File: config.mk
export PLATFORM = sky130hd
export DESIGN_NAME = ilid_cell
export DESIGN_NICKNAME = d
export VERILOG_FILES = /design/src/design/assert_macros.svh /design/src/design/ilid_pkg.sv /design/src/design/ilid_cell.sv
export SDC_FILE = /design/constraint.sdc
export NUM_CORES = 1
export LEC_CHECK = 0
export BUFFER_PORTS_ARGS = -buffer_cell sky130_fd_sc_hd__buf_4
export CORE_UTILIZATION = 41
export DETAILED_ROUTE_END_ITERATION = 10
export PLACE_DENSITY = 0.95
export SYNTH_ARGS = -nofsm -noshare
export SYNTH_HDL_FRONTEND = slang
export SYNTH_SLANG_ARGS = --single-unit
File: constraint.sdc
create_clock -name clk -period 6.8 [get_ports clk]
set_input_delay 0.68 -clock clk [delete_from_list [all_inputs] [get_ports clk]]
set_output_delay 0.68 -clock clk [all_outputs]
set_load 0.01 [all_outputs]
File: src/design/assert_macros.svh
// Assertion helpers for the design files (included by indexed_list_insert_delete)
`ifndef ASSERT_MACROS_SVH
`define ASSERT_MACROS_SVH

// Clocked check, switched off while reset is high
`define ASSERT_CLK(label, clk, rst, prop, msg) \
  label: assert property (@(posedge clk) disable iff (rst) prop) else $error(msg);

// Clocked check that also holds through reset
`define ASSERT_ALWAYS(label, clk, prop, msg) \
  label: assert property (@(posedge clk) prop) else $error(msg);

`endif

File: src/design/ilid_pkg.sv
`default_nettype none

package ilid_pkg;

  // Opcodes of an input beat
  localparam logic [1:0] OP_READ   = 2'd0;
  localparam logic [1:0] OP_INSERT = 2'd1;
  localparam logic [1:0] OP_REMOVE = 2'd2;
  localparam logic [1:0] OP_NONE   = 2'd3;

  // Result status codes
  localparam logic [1:0] ST_DONE  = 2'd0;
  localparam logic [1:0] ST_RANGE = 2'd1;
  localparam logic [1:0] ST_FULL  = 2'd2;

  // Actions broadcast along the row of cells
  localparam logic [1:0] CELL_HOLD = 2'd0;
  localparam logic [1:0] CELL_READ = 2'd1;
  localparam logic [1:0] CELL_INS  = 2'd2;
  localparam logic [1:0] CELL_DEL  = 2'd3;

  // Positions that reach the cells are already non-negative and below 128
  typedef struct packed {
    logic [1:0] act;
    logic [6:0] pos;
  } cell_cmd_t;

endpackage

`default_nettype wire

File: src/design/ilid_cell.sv
`default_nettype none

module ilid_cell #(
  parameter int IDX = 0
) (
  input  logic               clk,
  input  ilid_pkg::cell_cmd_t cmd,
  input  logic [31:0]        ins_value,
  input  logic [31:0]        left,
  input  logic [31:0]        right,
  output logic [31:0]        entry,
  output logic [31:0]        rd_part
);
  import ilid_pkg::*;

  localparam logic [31:0] IDX_W = 32'(IDX);

  logic [31:0] pos_w;
  logic        at_pos;
  logic        above_pos;

  // slot position compare
  assign pos_w     = {25'b0, cmd.pos};
  assign at_pos    = (IDX_W == pos_w);
  assign above_pos = (IDX_W > pos_w);

  // read contribution: only the addressed slot drives the bus
  assign rd_part = ((cmd.act == CELL_READ) && at_pos) ? entry : 32'b0;

  // shift up on insert, shift down on remove
  always_ff @(posedge clk) begin
    unique case (cmd.act)
      CELL_INS: begin
        if (above_pos) begin
          entry <= left;
        end else if (at_pos) begin
          entry <= ins_value;
        end
      end
      CELL_DEL: begin
        if (above_pos || at_pos) begin
          entry <= right;
        end
      end
      CELL_HOLD, CELL_READ: begin
        entry <= entry;
      end
    endcase
  end

endmodule

`default_nettype wire

==> results of run 1 <==
## logic make-up (layout without fill, tap and decap cells)
| logic type | Yosys count | in the layout |
|---|---|---|
| flops | 32 | 32 |
| mux | 32 | 32 |
| buf+inv | 20 | 148 |
| simple gates | 68 | 68 |
## worst max-delay path by stage
stage          startpoint       end  depth (start not counted)
2_1_floorplan      cmd[2]  entry[0]                          4
3_3_place_gp       cmd[3]  entry[7]                          4
3_5_place_dp       cmd[3]  entry[4]                          4
4_1_cts            cmd[3]  entry[4]                          4
5_1_grt            cmd[3]  entry[2]                          4
6_report           cmd[3]  entry[2]                          4
## final cells by class
| class | instances | share of cell area [%] |
|---|---|---|
| clock inverter | 1 | 0.123 |
| tap | 52 | 2.13 |
| clock buffer | 7 | 2.50 |
| multi-input combinational | 100 | 29.4 |
| timing repair buffer | 139 | 34.2 |
| inverter | 1 | 0.123 |
| sequential | 32 | 31.5 |
## metal layers
metal | vias up | routed length, um | track usage [%]
met3 | 7 | 389 | 5.20
met2 | 87 | 3030 | 41.5
met5 | - | 0 | 0
li1 | 823 | - | -
met4 | 0 | 73 | 6.97
met1 | 835 | 2150 | 24.8
## where the power goes
part           internal [W]  switching (W)  total [W]  leakage, nW
logic             0.0000428      0.0000301  0.0000729        0.906
registers          0.000219    0.000000369   0.000220        0.288
clock network     0.0000712      0.0000665   0.000138       0.0399
## per-stage QoR
step / hold slack, ns / cell area, sq um / std cells / util (%) / total power [W]
after global routing: 0.693 / 3050 / 332 / 67.7 / 0.000445
after CTS: 0.694 / 3050 / 332 / 67.7 / 0.000437
final: 0.706 / 3050 / 332 / 67.7 / 0.000430
after detailed placement: 0.986 / 2970 / 324 / 65.9 / 0.000297
after global placement: 0.983 / 2970 / 324 / 65.9 / 0.000294
after floorplan: 0.900 / 1980 / 152 / - / 0.000261
## placed cells by master, fill, tap and decap left out, drive strengths merged
cell / Yosys / final
edfxtp: 32 / 32
or4: 1 / 1
or3: 1 / 1
buf: 11 / 139
inv: 1 / 1
nand2: 33 / 33
clkbuf: 8 / 7
nor4: 32 / 32
clkinv: 0 / 1
mux2: 32 / 32
nor3: 1 / 1
==> flow_metrics.py, run 1 <==
metrics = {
    "place": {
        "place_ws_ns": 3.29,
        "routabilityCongestion": 0.731,
        "dp_hpwl_mm": 4.07,
        "port_buffers": 137,
    },
    "timing": {
        "setup_tns_ns": 0,
        "layout_min_cycle_time_ns": 3.13,
        "finalHoldViolations": 0,
        "fmaxAchievable_ghz": 0.319,
        "min_period_over_period_pct": 46.0,
        "rsz0062_at_grt": "false",
        "setup_viol": 0,
        "relSlewSlack_pct": 23.2,
        "drv_slew": 0,
        "max_slew.worst_pin.slew_ns": 1.15,
        "layout_setup_ws_ns": 3.67,
    },
    "synthesis": {
        "synth_edf_count": 32,
        "synth_top_cell_area_share_pct": 48.4,
        "yosys-top-cells-count": "33 x nand2_1, 32 x edfxtp_1, 32 x mux2_2",
        "synth-xor-area-share_pct": 0,
        "synth_top_family_by_area": "simple AND/OR/NAND/NOR gates",
        "mappedNetlistArea_sq_mm": 0.00198,
        "ys.warnings.count": 0,
        "synthCells": 152,
        "synth-seq-area-share_pct": 48.4,
        "ys_seq_elements": 32,
        "ys.flop_type": "edfxtp_1",
        "synth_nets": 258,
        "avgSynthCellArea_sq_um": 13.1,
        "synth_compound_area_share_pct": 0,
        "synth_area_leaders": "edfxtp_1 48%, nor4_2 18%, mux2_2 18%, nand2_1 6.2%, buf_12 3.0%",
        "yosys.cell_count.top_type": "nand2_1",
        "synth_cell_types": 14,
        "synth-simple-area-share_pct": 26.6,
        "synthAdderAreaFrac_pct": 0,
        "synth_mux_area_share_pct": 18.2,
        "synth_top_area_cell": "edfxtp_1",
        "async_flop_share_pct": 0,
    },
    "grt": {
        "antenna_found_initial": 0,
        "track_usage_pct": 22.1,
        "grt_max_degree": 35,
        "grt_pass1_vias": 1809,
        "grt_first_pass_wirelength_mm": 8.67,
        "overflow": 0,
    },
    "floorplanning": {
        "dieArea_sq_mm": 0.00512,
        "fp-row-count": 24,
        "start_util_pct": 44.1,
        "die_y_um": 71.6,
        "ios": 170,
        "die_x_um": 71.6,
        "core_area_sq_mm": 0.00450,
    },
    "power_and_ir_drop": {
        "ir_drop_v": 0.0000990,
        "cellPowerDensity_mw_per_mm2": 141,
        "leakage_nw": 1.23,
    },
    "clock_tree": {
        "clkTransAtPathRegs_ns": 0.07,
        "cts_resized": 0,
        "cts_made_buffers": 5,
        "post-cts-setup-buffers": 0,
        "hold_buffers": 0,
        "clkSinkCount": 32,
        "cts_tree": "done",
        "h-tree-depth": 2,
        "clockRootBuffer": "clkbuf_8",
        "clockBufferDepth": 2,
    },
    "critical_path": {
        "critical_path_class": "primary input to flip-flop",
        "critPathMaxFanout": 33,
        "cp-end-kind": "flip-flop",
        "cp.required_ns": 6.76,
        "arrival_ns": 3.09,
        "path_cells": "buf_4 -> or3_2 -> nor3_2 -> buf_4",
        "cpPeakStageDelay_ns": 1.00,
        "crit_top_cell": "buf_4",
        "crit_family": "simple AND/OR/NAND/NOR gates",
        "slowest_stage": "nor3_2",
        "start_kind": "primary input",
        "crit_buf_inv": 2,
    },
    "min_path": {
        "min_to": "entry[23]",
        "min_path_type": "primary input to flip-flop",
        "worstHoldPathCells": 2,
        "hold_start": "right[23]",
    },
    "routing": {
        "drc_errors": 0,
        "wl_per_cell_um": 17.0,
        "wl_mm": 5.65,
        "postRouteAntennaNets": 0,
        "vias": 1752,
        "drt_iter0_drc": 70,
        "dr.pass1.iters": 4,
        "drt-vias-per-instance": 5.28,
    },
    "finish": {
        "fin_nets": 385,
        "drive_gt1_share_pct": 74.3,
        "reg_top3": "entry: 32 flops",
        "diodes": 0,
        "fillers": 352,
        "top_register": "entry",
        "multiInputGateArea_sq_um": 895,
        "area_delta_synth_final_pct": 53.6,
        "largest_reg_flops": 32,
        "seqCellArea_sq_um": 961,
    },
    "run_status": {
        "status": "finished, final reports clean",
    },
    "job": {
        "cap_violations": 0,
    },
}
No activity file was read; power rests on OpenSTA's default activity.
==> run 2: changes to the inputs <==
- CORE_UTILIZATION: 41 -> 38
- PLACE_DENSITY: 0.95 -> 0.92
- clock period: 6.8 -> 3 ns (I/O delays scaled with it)
==> flow_metrics.py, run 2 (synthesis results as in run 1) <==
metrics = {
    "grt": {
        "grt_pass1_vias": 1812,
        "overflow": 0,
        "grt_max_degree": 35,
        "grt_first_pass_wirelength_mm": 8.19,
        "antenna_found_initial": 0,
        "track_usage_pct": 19.8,
    },
    "clock_tree": {
        "cts_tree": "done",
        "clkTransAtPathRegs_ns": 0.07,
        "clockBufferDepth": 2,
        "cts_made_buffers": 5,
        "h-tree-depth": 2,
        "clockRootBuffer": "clkbuf_8",
        "cts_resized": 0,
        "hold_buffers": 0,
        "clkSinkCount": 32,
        "post-cts-setup-buffers": 0,
    },
    "finish": {
        "diodes": 0,
        "fillers": 405,
        "final_common_cell": "buf_4",
        "reg_top3": "entry: 32 flops",
        "layout_common_cells": "140 x buf_4, 33 x nand2_1, 32 x mux2_2, 32 x edfxtp_1, 29 x nor4_2",
        "top_register": "entry",
        "area_delta_synth_final_pct": 55.1,
        "largest_reg_flops": 32,
        "fin_nets": 386,
        "drive_gt1_share_pct": 75.0,
    },
    "timing": {
        "fmaxAchievable_ghz": 0.467,
        "holdWs_ns": 0.324,
        "min_period_over_period_pct": 71.4,
        "finalHoldViolations": 0,
        "drv_slew": 0,
        "max_slew.worst_pin.slew_ns": 0.946,
        "setup_viol": 0,
        "relSlewSlack_pct": 36.9,
        "setup_tns_ns": 0,
        "rsz0062_at_grt": "false",
        "layout_min_cycle_time_ns": 2.14,
    },
    "floorplanning": {
        "start_util_pct": 40.7,
        "ios": 170,
        "die_x_um": 74.3,
        "core_area_sq_mm": 0.00488,
        "dieArea_sq_mm": 0.00552,
        "fp-row-count": 25,
        "die_y_um": 74.3,
    },
    "power_and_ir_drop": {
        "p_int_w": 0.000752,
        "p_seq_share_pct": 51.7,
        "cellPowerDensity_mw_per_mm2": 313,
        "switching_share_pct": 22.0,
        "ir_drop_v": 0.000292,
        "switchingPower_w": 0.000212,
        "p_comb_share_pct": 17.0,
        "pwr-share-clk_pct": 31.3,
        "leakage_nw": 1.25,
    },
    "min_path": {
        "hold_start": "right[12]",
        "min_path_type": "primary input to flip-flop",
    },
    "routing": {
        "vias": 1748,
        "drt_iter0_drc": 27,
        "wl_mm": 5.43,
        "drt-vias-per-instance": 5.04,
        "drc_errors": 0,
        "wl_per_cell_um": 15.6,
        "postRouteAntennaNets": 0,
        "dr.pass1.iters": 4,
    },
    "place": {
        "routabilityCongestion": 0.739,
        "dp_hpwl_mm": 4.02,
        "port_buffers": 137,
    },
    "run_status": {
        "status": "finished, final reports clean",
    },
    "critical_path": {
        "cp-startpoint": "cmd[3]",
        "path_cells": "buf_4 -> or3_2 -> nor4_2 -> buf_4",
        "critPathMaxFanout": 33,
        "critical_path_class": "primary input to output pin",
        "slowest_stage": "or3_2",
        "cp.required_ns": 2.70,
        "crit_top_cell": "buf_4",
        "start_kind": "primary input",
        "arrival_ns": 1.84,
        "cp-end-kind": "output pin",
        "cpPeakStageDelay_ns": 0.87,
    },
    "job": {
        "cap_violations": 0,
    },
}
-- run 2: final cells by class --
cell class                 count  area (sq um)  area share [%]
clock buffer                   6          72.6            2.36
clock inverter                 1          5.00           0.163
inverter                       1          3.75           0.122
multi-input combinational    100           901            29.3
sequential                    32           961            31.2
tap                           67          83.8            2.72
timing repair buffer         140          1050            34.1
-- run 2: critical path, delay by kind of cell --
family,cells,cell delay (ns)
simple gates,2,1.24
buf+inv,2,0.29
-- run 2: routing by layer --
metal,vias up,wire (um),GRT usage (%)
met5,-,0,0
li1,824,-,-
met2,72,3140,39.4
met3,12,307,5.56
met4,0,93,7.55
met1,840,1890,19.2
-- run 2: path summary, 6_finish.rpt --
path          end  cells past startpoint
max   rd_part[22]                      4
min     entry[12]                      2
-- run 2: metrics by stage --
step	utilization, %	total power (W)	cells	cell area [sq um]	worst slack [ns]
6_report	63.1	0.000964	347	3080	0.859
5_1_grt	63.1	0.00101	347	3080	0.742
4_1_cts	63.1	0.000980	347	3080	0.852
3_5_place_dp	61.5	0.000673	340	3000	0.821
3_3_place_gp	61.5	0.000668	340	3000	0.838
2_1_floorplan	-	0.000592	152	1990	0.169
-- run 2: power by group through the flow --
stage                     clock [W]  sequential, W  combinational, W
after global placement            0       0.000507          0.000161
final                      0.000301       0.000498          0.000164
after detailed placement          0       0.000508          0.000166
after CTS                  0.000315       0.000498          0.000167
after global routing       0.000335       0.000498          0.000177
after floorplan                   0       0.000508         0.0000836
